[src/rtl/pft_pkg.sv]
// Shared types, constants and helpers of the port forwarding table.
`default_nettype none

package pft_pkg;

  // Number of forwarding entries held by the table.
  localparam int ENTRIES = 16;
  localparam int IDX_W   = (ENTRIES > 1) ? $clog2(ENTRIES) : 1;
  localparam int KEY_W   = 16;
  localparam int ADDR_W  = 32;
  localparam int DPORT_W = 16;
  localparam int OUT_IDX_W = 4;

  typedef logic [IDX_W-1:0] idx_t;

  typedef enum logic [2:0] {
    ST_UPDATED  = 3'd0,
    ST_INSERTED = 3'd1,
    ST_REMOVED  = 3'd2,
    ST_NOTFOUND = 3'd3,
    ST_FULL     = 3'd4,
    ST_INVALID  = 3'd5
  } status_t;

  typedef enum logic [1:0] {
    S_IDLE,
    S_SCAN,
    S_DRAIN,
    S_COMMIT
  } state_t;

  // Write command from the sequencer to the entry store.
  typedef struct packed {
    logic               valid_set;
    logic               valid_clr;
    logic               key_we;
    logic               dest_we;
    idx_t               idx;
    logic [KEY_W-1:0]   key;
    logic [ADDR_W-1:0]  dest_addr;
    logic [DPORT_W-1:0] fwd_port;
  } wr_cmd_t;

  // Low bits of an entry index as reported on the result port.
  function automatic logic [OUT_IDX_W-1:0] idx_to_out(input idx_t idx);
    logic [IDX_W+OUT_IDX_W-1:0] wide;
    wide = {{OUT_IDX_W{1'b0}}, idx};
    return wide[OUT_IDX_W-1:0];
  endfunction

endpackage

`default_nettype wire

[src/rtl/port_forward_table.sv]
// Top level of the port forwarding table: sequencer plus entry store.
`default_nettype none

// A request is taken at a rising edge where start is high and busy is low.
// Every request yields exactly one result, shown for one cycle with done
// high; the receiver cannot stall it. A malformed request (port zero, or
// destination port zero on an add) goes straight to the commit state with no
// scan. Any other request reads all ENTRIES keys one per cycle from the key
// memory through its single read port, then passes through a drain state for
// the last compare and a commit state; done is registered from the commit
// state. busy falls in the cycle that done rises, so a new request can be
// taken while the result is shown.
// Valid flags are flip-flops that reset clears at once; no clearing pass.

module port_forward_table
  import pft_pkg::*;
(
  input  wire logic               clk,
  input  wire logic               rst,
  input  wire logic               start,
  output logic                    busy,
  input  wire logic               mode,
  input  wire logic [KEY_W-1:0]   port,
  input  wire logic [ADDR_W-1:0]  dest_ip,
  input  wire logic [DPORT_W-1:0] fwd_port,
  output logic                    done,
  output logic [2:0]              status,
  output logic [OUT_IDX_W-1:0]    entry_index,
  output logic                    table_changed
);

  // Read port of the store: address issued by the scan, data registered and returned in the next cycle.
  idx_t             rd_addr;
  logic [KEY_W-1:0] rd_key;
  logic             rd_valid;

  // Table write from the commit cycle. Writes happen only while busy, and a
  // new scan starts only after the commit, so reads never overlap a write.
  wr_cmd_t wr;

  pft_seq u_seq (
    .clk           (clk),
    .rst           (rst),
    .start         (start),
    .busy          (busy),
    .mode          (mode),
    .port          (port),
    .dest_ip       (dest_ip),
    .fwd_port      (fwd_port),
    .done          (done),
    .status        (status),
    .entry_index   (entry_index),
    .table_changed (table_changed),
    .rd_addr       (rd_addr),
    .rd_key        (rd_key),
    .rd_valid      (rd_valid),
    .wr            (wr)
  );

  pft_entry_store u_store (
    .clk      (clk),
    .rst      (rst),
    .rd_addr  (rd_addr),
    .rd_key   (rd_key),
    .rd_valid (rd_valid),
    .wr       (wr)
  );

endmodule

`default_nettype wire

[src/rtl/pft_entry_store.sv]
// Entry store: valid flags, key memory and destination memory.
`default_nettype none

module pft_entry_store
  import pft_pkg::*;
(
  input  wire logic             clk,
  input  wire logic             rst,
  input  wire idx_t             rd_addr,
  output logic [KEY_W-1:0]      rd_key,
  output logic                  rd_valid,
  input  wire wr_cmd_t          wr
);

  logic [ENTRIES-1:0] valid;
  logic [KEY_W-1:0]   key_mem  [ENTRIES];
  logic [ADDR_W+DPORT_W-1:0] dest_mem [ENTRIES];

  // Valid flags live in flip-flops so that reset empties the table at once.
  always_ff @(posedge clk) begin
    if (rst) begin
      valid <= '0;
    end else if (wr.valid_set) begin
      valid[wr.idx] <= 1'b1;
    end else if (wr.valid_clr) begin
      valid[wr.idx] <= 1'b0;
    end
  end

  always_ff @(posedge clk) begin
    if (wr.key_we) begin
      key_mem[wr.idx] <= wr.key;
    end
    rd_key   <= key_mem[rd_addr];
    rd_valid <= valid[rd_addr];
  end

  // Destination of each entry, the payload a lookup path would return.
  always_ff @(posedge clk) begin
    if (wr.dest_we) begin
      dest_mem[wr.idx] <= {wr.dest_addr, wr.fwd_port};
    end
  end

`ifndef ASSERT_OFF
  a_one_valid_op: assert property (@(posedge clk) disable iff (rst)
    !(wr.valid_set && wr.valid_clr))
    else $error("valid flag set and cleared in one cycle");
  a_insert_writes_all: assert property (@(posedge clk) disable iff (rst)
    wr.valid_set |-> (wr.key_we && wr.dest_we))
    else $error("insert without key and destination write");
  a_clear_no_write: assert property (@(posedge clk) disable iff (rst)
    wr.valid_clr |-> (!wr.key_we && !wr.dest_we))
    else $error("remove also wrote entry contents");
`endif

endmodule

`default_nettype wire

[src/rtl/pft_seq.sv]
// Request sequencer: scans the entry store and commits at most one change per request.
`default_nettype none

module pft_seq
  import pft_pkg::*;
(
  input  wire logic               clk,
  input  wire logic               rst,
  input  wire logic               start,
  output logic                    busy,
  input  wire logic               mode,
  input  wire logic [KEY_W-1:0]   port,
  input  wire logic [ADDR_W-1:0]  dest_ip,
  input  wire logic [DPORT_W-1:0] fwd_port,
  output logic                    done,
  output logic [2:0]              status,
  output logic [OUT_IDX_W-1:0]    entry_index,
  output logic                    table_changed,
  output idx_t                    rd_addr,
  input  wire logic [KEY_W-1:0]   rd_key,
  input  wire logic               rd_valid,
  output wr_cmd_t                 wr
);

  state_t state, state_next;
  idx_t   scan_idx;
  logic   cmp_en;
  idx_t   cmp_idx;
  logic   hit, free;
  idx_t   hit_idx, free_idx;
  logic   req_remove, req_invalid;
  logic [KEY_W-1:0]   req_port;
  logic [ADDR_W-1:0]  req_addr;
  logic [DPORT_W-1:0] req_dport;

  logic    accept;
  logic    scan_last;
  logic    is_match, is_free;
  status_t res_status;
  idx_t    res_idx;
  logic    res_changed;

  assign busy      = (state != S_IDLE);
  assign accept    = start && !busy;
  assign scan_last = (scan_idx == idx_t'(ENTRIES - 1));
  assign rd_addr   = scan_idx;
  assign is_match  = cmp_en && rd_valid && (rd_key == req_port);
  assign is_free   = cmp_en && !rd_valid;

  always_ff @(posedge clk) begin
    if (rst) begin
      state <= S_IDLE;
    end else begin
      state <= state_next;
    end
  end

  always_comb begin
    state_next  = state;
    res_status  = ST_INVALID;
    res_idx     = '0;
    res_changed = 1'b0;
    wr          = '0;
    wr.key       = req_port;
    wr.dest_addr = req_addr;
    wr.fwd_port  = req_dport;
    case (state)
      S_IDLE: begin
        if (accept) begin
          if ((port == '0) || (!mode && (fwd_port == '0))) begin
            state_next = S_COMMIT;
          end else begin
            state_next = S_SCAN;
          end
        end
      end
      S_SCAN: begin
        if (scan_last) begin
          state_next = S_DRAIN;
        end
      end
      S_DRAIN: begin
        state_next = S_COMMIT;
      end
      S_COMMIT: begin
        state_next = S_IDLE;
        if (req_invalid) begin
          res_status = ST_INVALID;
        end else if (req_remove) begin
          if (hit) begin
            res_status   = ST_REMOVED;
            res_idx      = hit_idx;
            res_changed  = 1'b1;
            wr.valid_clr = 1'b1;
            wr.idx       = hit_idx;
          end else begin
            res_status = ST_NOTFOUND;
          end
        end else if (hit) begin
          res_status  = ST_UPDATED;
          res_idx     = hit_idx;
          res_changed = 1'b1;
          wr.dest_we  = 1'b1;
          wr.idx      = hit_idx;
        end else if (free) begin
          res_status   = ST_INSERTED;
          res_idx      = free_idx;
          res_changed  = 1'b1;
          wr.valid_set = 1'b1;
          wr.key_we    = 1'b1;
          wr.dest_we   = 1'b1;
          wr.idx       = free_idx;
        end else begin
          res_status = ST_FULL;
        end
      end
      default: begin
        state_next = S_IDLE;
      end
    endcase
  end

  // Scan control and first-match / first-free tracking.
  always_ff @(posedge clk) begin
    if (rst) begin
      scan_idx <= '0;
      cmp_en   <= 1'b0;
      hit      <= 1'b0;
      free     <= 1'b0;
      done     <= 1'b0;
    end else begin
      cmp_en <= (state == S_SCAN);
      done   <= (state == S_COMMIT);
      if (accept) begin
        scan_idx <= '0;
        hit      <= 1'b0;
        free     <= 1'b0;
      end else begin
        if ((state == S_SCAN) && !scan_last) begin
          scan_idx <= scan_idx + idx_t'(1);
        end
        if (is_match && !hit) begin
          hit <= 1'b1;
        end
        if (is_free && !free) begin
          free <= 1'b1;
        end
      end
    end
  end

  always_ff @(posedge clk) begin
    cmp_idx <= scan_idx;
    if (is_match && !hit) begin
      hit_idx <= cmp_idx;
    end
    if (is_free && !free) begin
      free_idx <= cmp_idx;
    end
    if (accept) begin
      req_remove  <= mode;
      req_invalid <= (port == '0) || (!mode && (fwd_port == '0));
      req_port    <= port;
      req_addr    <= dest_ip;
      req_dport   <= fwd_port;
    end
    if (state == S_COMMIT) begin
      status        <= res_status;
      entry_index   <= idx_to_out(res_idx);
      table_changed <= res_changed;
    end
  end

`ifndef ASSERT_OFF
  a_done_after_commit: assert property (@(posedge clk) disable iff (rst)
    done |-> $past(state == S_COMMIT))
    else $error("result strobe without a commit cycle");
  a_accept_leaves_idle: assert property (@(posedge clk) disable iff (rst)
    accept |=> (state != S_IDLE))
    else $error("accepted request did not start");
  a_commit_scan_done: assert property (@(posedge clk) disable iff (rst)
    (state == S_COMMIT) |-> !cmp_en)
    else $error("commit while a compare is still pending");
  a_write_only_commit: assert property (@(posedge clk) disable iff (rst)
    (wr.key_we || wr.dest_we || wr.valid_clr) |-> (state == S_COMMIT))
    else $error("table write outside the commit cycle");
`endif

endmodule

`default_nettype wire

[config.mk]
export PLATFORM = sky130hd
export DESIGN_NAME = port_forward_table
export DESIGN_NICKNAME = d
export VERILOG_FILES = /design/src/rtl/pft_pkg.sv /design/src/rtl/port_forward_table.sv /design/src/rtl/pft_entry_store.sv /design/src/rtl/pft_seq.sv
export SDC_FILE = /design/constraint.sdc
export NUM_CORES = 1
export LEC_CHECK = 0
export BUFFER_PORTS_ARGS = -buffer_cell sky130_fd_sc_hd__buf_2
export CAP_MARGIN = 10
export CORE_UTILIZATION = 50
export CTS_BUF_LIST = sky130_fd_sc_hd__clkbuf_4 sky130_fd_sc_hd__clkbuf_8 sky130_fd_sc_hd__clkbuf_16
export DETAILED_ROUTE_END_ITERATION = 10
export PLACE_DENSITY = 0.68
export RECOVER_POWER = 25
export SLEW_MARGIN = 0
export SYNTH_ARGS = -nofsm -noshare
export SYNTH_HDL_FRONTEND = slang
export SYNTH_SLANG_ARGS = --single-unit
[constraint.sdc]
create_clock -name clk -period 3.7 [get_ports clk]
set_input_delay 0.555 -clock clk [delete_from_list [all_inputs] [get_ports clk]]
set_output_delay 0.555 -clock clk [all_outputs]
set_load 0.05 [all_outputs]
# After elaboration in Yosys (flattened, before gate mapping)
# Memory sizes are Yosys's and may differ from the RTL's. A register that Yosys moved wholly into a read port is not among the register bits.
# Index checks and enable logic that the tools add are counted.
# word_totals
register_bits	65
ram_bits	256
in_bits	68
output_inout_bits	10
memories	1
# classes
n_addsub	1
n_lt_le_gt_ge	3
eq_ne	7
muxes	34
bitwise	3
reduce_logical	23
# mem_list
name	words	word_bits	read_ports	rd_ports_with_merged_regs	wr	line	rtl
u_store.key_mem	16	16	1	1	1	pft_entry_store.sv:16	logic [KEY_W-1:0] key_mem [ENTRIES];
# ops
operator	count
$logic_not 16->1	2
$mux 16	2
$mux 4	5
$and 16x16->16	1
$eq 16x16->1	1
$mux 8	2
$not 16->16	1
$or 16x16->16	1
$mux 1	13
$lt 4x5->1 const B	2
$logic_and 1x1->1	9
$mux 3	3
$mux 2	4
$pmux 2 s4	1
$logic_not 1->1	6
$mux 6	1
$mux 5	1
$add 4x1->4 const B	1
$bmux 1 s4	1
$demux 1 s4	1
$eq 2x2->1 const B	2
$eq 4x4->1 const B	1
$ge 4x1->1 const B	1
$ne 2x1->1 const B	2
6 further kinds	7

# Logic depth before layout (Yosys ltp)
# depth
word_depth	13
mapped_depth	7

# Hierarchy
# A second synthesis with hierarchy kept.
# unflattened
cells_unflattened	751
area_unflattened_um2	14448.9
# modules_own_cells
mod	n_inst	cells_each	area_each_um2	seq_area_each_um2
pft_entry_store	1	538	10953.0	8348.0
pft_seq	1	213	3495.9	2742.6

# Worst setup path after synthesis
# Ideal clock, no wire load.
# synth_timing
path_kind	register to register
from	register u_seq.state[0]
to	register u_seq.hit
setup_time_ps	115
arrival_time_ps	2248
slack_ps	1337
path_stages_with_launch	8
path_buffers	1
period_less_slack_ps	2363
path_cell_list	dfxtp_1 > inv_1 > ha_1 > inv_1 > nor2_1 > or2_2 > clkbuf_1 > o21ba_2
# synth_between
elab_chain_len	4
# synth_rtl
element	line	rtl
start: declaration	pft_seq.sv:25	state_t state, state_next;
start signal: assignment	pft_seq.sv:54	state <= state_next;
$reduce_bool 2->1	pft_seq.sv:43	assign busy = (state != S_IDLE);
net busy	port_forward_table.sv:21	output logic busy,
$logic_not 1->1	pft_seq.sv:44	assign accept = start && !busy;
$logic_and 1x1->1	pft_seq.sv:44	
net u_seq.accept	pft_seq.sv:36	logic accept;
$reduce_or 2->1 (no source line)	-	
end signal: assignment	pft_seq.sv:128	hit <= 1'b0;
end signal: assignment	pft_seq.sv:136	hit <= 1'b0;
end signal: assignment	pft_seq.sv:143	hit <= 1'b1;
end: declaration	pft_seq.sv:29	logic hit, free;
# The timed path passes the listed nets, and every way through them passes these cells.
# A chain may end at the register's enable or synchronous reset.

# Worst setup path after layout
# layout_timing
from	register u_seq.state[0]
to	memory u_store.key_mem[7][9], enable pin
# layout_between
elab_chain_len	4
# layout_rtl
element	line	rtl
$eq 2x2->1 *	pft_seq.sv:67	case (state)
$mux 8 *	pft_seq.sv:67	
$mux 1	pft_entry_store.sv:31	if (wr.key_we) begin
$mux 1 (not written as such)	pft_entry_store.sv:32	key_mem[wr.idx] <= wr.key;
end: declaration	pft_entry_store.sv:16	
# Mark *: on every way between the ends. The rest lies on a longest branch, timed or not.

==> results <==
- The worst hold-check path type is in2reg.
- The count of nets left with antenna violations after detail routing is 0.
- The maximum root-to-sink buffer count is 3.
- The total DRC errors in the routed layout is 0.
- After the first detailed-routing iteration, the DRC count stood at ~620.
- The first global-routing pass estimated ~40000 µm of wire.
- Averaged over all synthesized cells, the footprint is 18.8 µm².
- Along the worst path, the maximum fanout reaches 16.
- In this run, distinct cell masters in the synthesized netlist total 49.
- At the worst endpoint, the arrival time is 2.97 ns.
- The worst pin sits at a relative slew slack of -31.3%.
- Across the run, the number of max-cap violations was 1.
- Dividing the final minimum period by the clock period gives around three quarters.
- Across the routed clock network, the largest skew measured is around 0.011 ns.
- For this design the static power due to leakage is 4.74 nW.
- The half-perimeter wire length of the detailed placement result is ~15000 µm.
- The final layout contains routed wiring with a total length of ~25000 µm.
- The clock reaches the later pin of the worst-skew pair after ~0.55 ns.
- The total routing usage reported by global routing is roughly a fifth.
- The CTS tree is done.
- The type of element launching the critical path is a flip-flop.
- The routed via count divided by cell count is 5.76.
- The height of the die is 163 µm.
- By area the synthesized netlist is led by sky130_fd_sc_hd__edfxtp_1 67%, sky130_fd_sc_hd__mux4_2 12%, sky130_fd_sc_hd__dfxtp_1 7.2%.
- The post-synthesis instance area is 13000 µm².
- The net count after synthesis is roughly 770.
- Yosys instantiated no cell more often than sky130_fd_sc_hd__edfxtp_1.
- The biggest area consumer among synthesized cells is sky130_fd_sc_hd__edfxtp_1.
- The die covers 26700 µm².
- The number of cells upsized or downsized after cts is 0.
- Row generation in the floorplan step produced 58 rows.
- Counting flops with an async set or reset pin after synthesis yields a share of 0%.
- The count of buffers added on input and output ports is 45.
- By count the netlist is led by 290 x sky130_fd_sc_hd__edfxtp_1, 68 x sky130_fd_sc_hd__mux4_2, 47 x sky130_fd_sc_hd__dfxtp_1, 37 x sky130_fd_sc_hd__a21oi_1.
- The buffer count from post-CTS setup fixing is 0.
- The worst IR drop on VDD is just over 0.5 mV.
- The flip-flop and latch count after synthesis is between 300 and 400.
- The setup path with the least slack is of type reg2reg.
- After clock tree synthesis, the clock-pin slew on the worst setup and hold paths is 0.06 ns.
- CTS built an H-tree with a depth of 1.
- Yosys mapped a number of flops with a built-in enable equal to 290.
- For the finished layout, the period the worst path requires is between 2 and 3 ns.
- The data required time of the worst path is approximately 3.9 ns.
- Setup repair after global routing left no endpoint under its margin.
- The routed layout has around 6400 vias.
- Clock tree synthesis selected as its root buffer the cell sky130_fd_sc_hd__clkbuf_16.
- Once the floorplan was initialized, standard cells occupied around half of the core.
- The number of global-route vias before repair is ~6800.
- The first-pass detailed-route iteration total is 5.
- The aggregate global routing overflow is 0.
- The weighted congestion reported at the end of routability-driven placement is 0.775.
- Dividing the detail-routed wire length by the instance count gives 22.6 µm.
- The accumulated negative setup slack is 0 ns.
- Timing would allow up to between 0.3 and 0.4 GHz.
- The number of max-slew violations in the final report came to 37.
- The worst slack at placement is about 0.98 ns.
- The final reports fail on max-capacitance violations, max-slew violations.
- The worst setup slack after layout is between 0.9 and 1 ns.
- For this run, the leading register cell type out of synthesis is sky130_fd_sc_hd__edfxtp_1.
- The run finished, with violations left.
- 0 antenna diodes ended up in the layout.
- In this run the biggest area consumer among cell types represents between 60 and 70% of the synthesized area.
- The hold buffer count at CTS is 0.
- The count of pins on the block boundary is 78.
- The placeable core region is approximately 25000 µm².
- After the last flow step, the layout net total stands at 838.
- CTS saw approximately 340 sinks.
- Setup violations remaining at the end of the flow were counted as 0.
- For this design the ratio of total power to cell area is approximately 610 nW/µm².
- The number of antenna violations at the first check in global routing was 0.
- The number of hold violations in the final report was 0.
- The number of clock buffers inserted by TritonCTS is 31.
- The instance count of the mapped netlist is around 690.
- The worst setup path is captured at a flip-flop.
- The yosys synthesis warning count is 0.
- Sequential cells were found to cover about three quarters of the synthesized design area.
- Compared with the post-synthesis result, the final layout area differs by 12.9%.
- In the final layout, the share of cells above drive strength 1 is 25.1%.
- The die width is 163 µm.
- The actual slew at the worst max-slew pin is approximately 2.0 ns.
- Entering global routing, the biggest net connects 37 pins.
## worst max-delay path, cell delays in order (launching register included)
cell and delay, ns:
sky130_fd_sc_hd__dfxtp_1 0.40, sky130_fd_sc_hd__ha_1 0.18, sky130_fd_sc_hd__buf_4 0.19, sky130_fd_sc_hd__nor2b_1 0.28, sky130_fd_sc_hd__nand2_1 0.19, sky130_fd_sc_hd__nor2_1 0.35
sky130_fd_sc_hd__nand2_1 0.13, sky130_fd_sc_hd__inv_1 0.67
## state kept, by name, summed over array words and instances (netlist names), named ones only
name and count:
u_seq.free_idx 4, u_seq.cmp_idx 4, u_seq.state 2, u_seq.cmp_en 1, u_seq.req_port 16, u_seq.table_changed 1
u_store.rd_valid 1, u_seq.rd_addr 4, u_seq.free 1, u_seq.done 1, u_seq.hit_idx 4, u_seq.req_remove 1
u_store.rd_key 16, u_store.key_mem 256, u_seq.req_invalid 1, u_seq.hit 1, u_seq.entry_index 4, u_seq.status 3
## layer usage
metal,global-route usage [%],part of all wire [%],vias up
met2,33.6,50,188
met3,2.46,4.9,26
li1,-,-,2888
met5,0,0,-
met1,28.1,44,3343
met4,4.38,1.4,0
## metrics by stage
| step | total power [mW] | std cells | instance area [µm²] | hold WS [ns] | utilization [%] |
|---|---|---|---|---|---|
| 2_1_floorplan | 5.54 | 692 | 13000 | 0.326 | - |
| 3_3_place_gp | 5.74 | 1061 | 13700 | 0.409 | 53.8 |
| 3_5_place_dp | 5.81 | 1061 | 13700 | 0.416 | 53.8 |
| 4_1_cts | 9.00 | 1119 | 14700 | 0.180 | 58.0 |
| 5_1_grt | 9.26 | 1119 | 14700 | 0.177 | 57.9 |
| 6_report | 8.94 | 1119 | 14700 | 0.201 | 57.9 |
## cell families (layout without fill, tap and decap cells)
group / count (synthesis) / in the layout / synth area share (%)
fa+ha+maj: 6 / 6 / 0.576
buf+inv: 55 / 152 / 2.31
compound gates: 85 / 85 / 4.13
flops: 337 / 337 / 74.1
mux: 86 / 86 / 13.1
simple gates: 104 / 104 / 4.50
xor+xnor: 19 / 19 / 1.28
## final timing paths
path / start / to / slack (ns) / cells past startpoint
worst max-delay path: u_seq.state[0] / u_store.key_mem[7][9] / 0.90 / 7
worst min-delay path: port[0] / u_seq.req_port[0] / 0.20 / 1
worst max register to register: u_seq.state[0] / u_store.key_mem[7][9] / 0.90 / 7
worst min register to register: u_seq.cmp_idx[0] / u_seq.hit_idx[0] / 0.43 / 0
## final cells by class
type / count / area [µm²]
flip-flops and latches: 337 / 9650
well taps: 330 / 413
fillers: 1914 / 10700
repair buffers: 71 / 413
clock inverters: 13 / 140
clock buffers: 45 / 918
multi-input cells: 300 / 3080
inverters: 23 / 86.3
## layout by cell type, fill, tap and decap left out, types with 3 or more instances in the layout
| cell | instances |
|---|---|
| sky130_fd_sc_hd__a211oi_1 | 16 |
| sky130_fd_sc_hd__a21oi_1 | 37 |
| sky130_fd_sc_hd__a22oi_1 | 3 |
| sky130_fd_sc_hd__buf_2 | 32 |
| sky130_fd_sc_hd__buf_4 | 24 |
| sky130_fd_sc_hd__bufinv_16 | 3 |
| sky130_fd_sc_hd__clkbuf_1 | 14 |
| sky130_fd_sc_hd__clkbuf_16 | 31 |
| sky130_fd_sc_hd__clkbuf_4 | 8 |
| sky130_fd_sc_hd__clkbuf_8 | 6 |
| sky130_fd_sc_hd__clkinv_1 | 3 |
| sky130_fd_sc_hd__clkinv_2 | 6 |
| sky130_fd_sc_hd__dfxtp_1 | 45 |
| sky130_fd_sc_hd__edfxtp_1 | 290 |
| sky130_fd_sc_hd__ha_1 | 6 |
| sky130_fd_sc_hd__inv_1 | 23 |
| sky130_fd_sc_hd__mux2i_1 | 18 |
| sky130_fd_sc_hd__mux4_2 | 68 |
| sky130_fd_sc_hd__nand2_1 | 22 |
| sky130_fd_sc_hd__nand3_1 | 5 |
| sky130_fd_sc_hd__nand4_1 | 5 |
| sky130_fd_sc_hd__nor2_1 | 20 |
| sky130_fd_sc_hd__nor2b_1 | 23 |
| sky130_fd_sc_hd__nor3_2 | 3 |
| sky130_fd_sc_hd__nor4_1 | 7 |
| sky130_fd_sc_hd__o21ai_0 | 6 |
| sky130_fd_sc_hd__o21ai_1 | 10 |
| sky130_fd_sc_hd__or3_1 | 4 |
| sky130_fd_sc_hd__xnor2_1 | 17 |
## report_power, final
group / leakage (nW) / internal [mW] / switching [mW]
Combinational: 1.20 / 0.522 / 0.491
Sequential: 3.01 / 4.41 / 0.292
Clock: 0.537 / 1.93 / 1.30
Total: 4.74 / 6.86 / 2.08
Note: power is estimated with default switching activity, not from simulation.
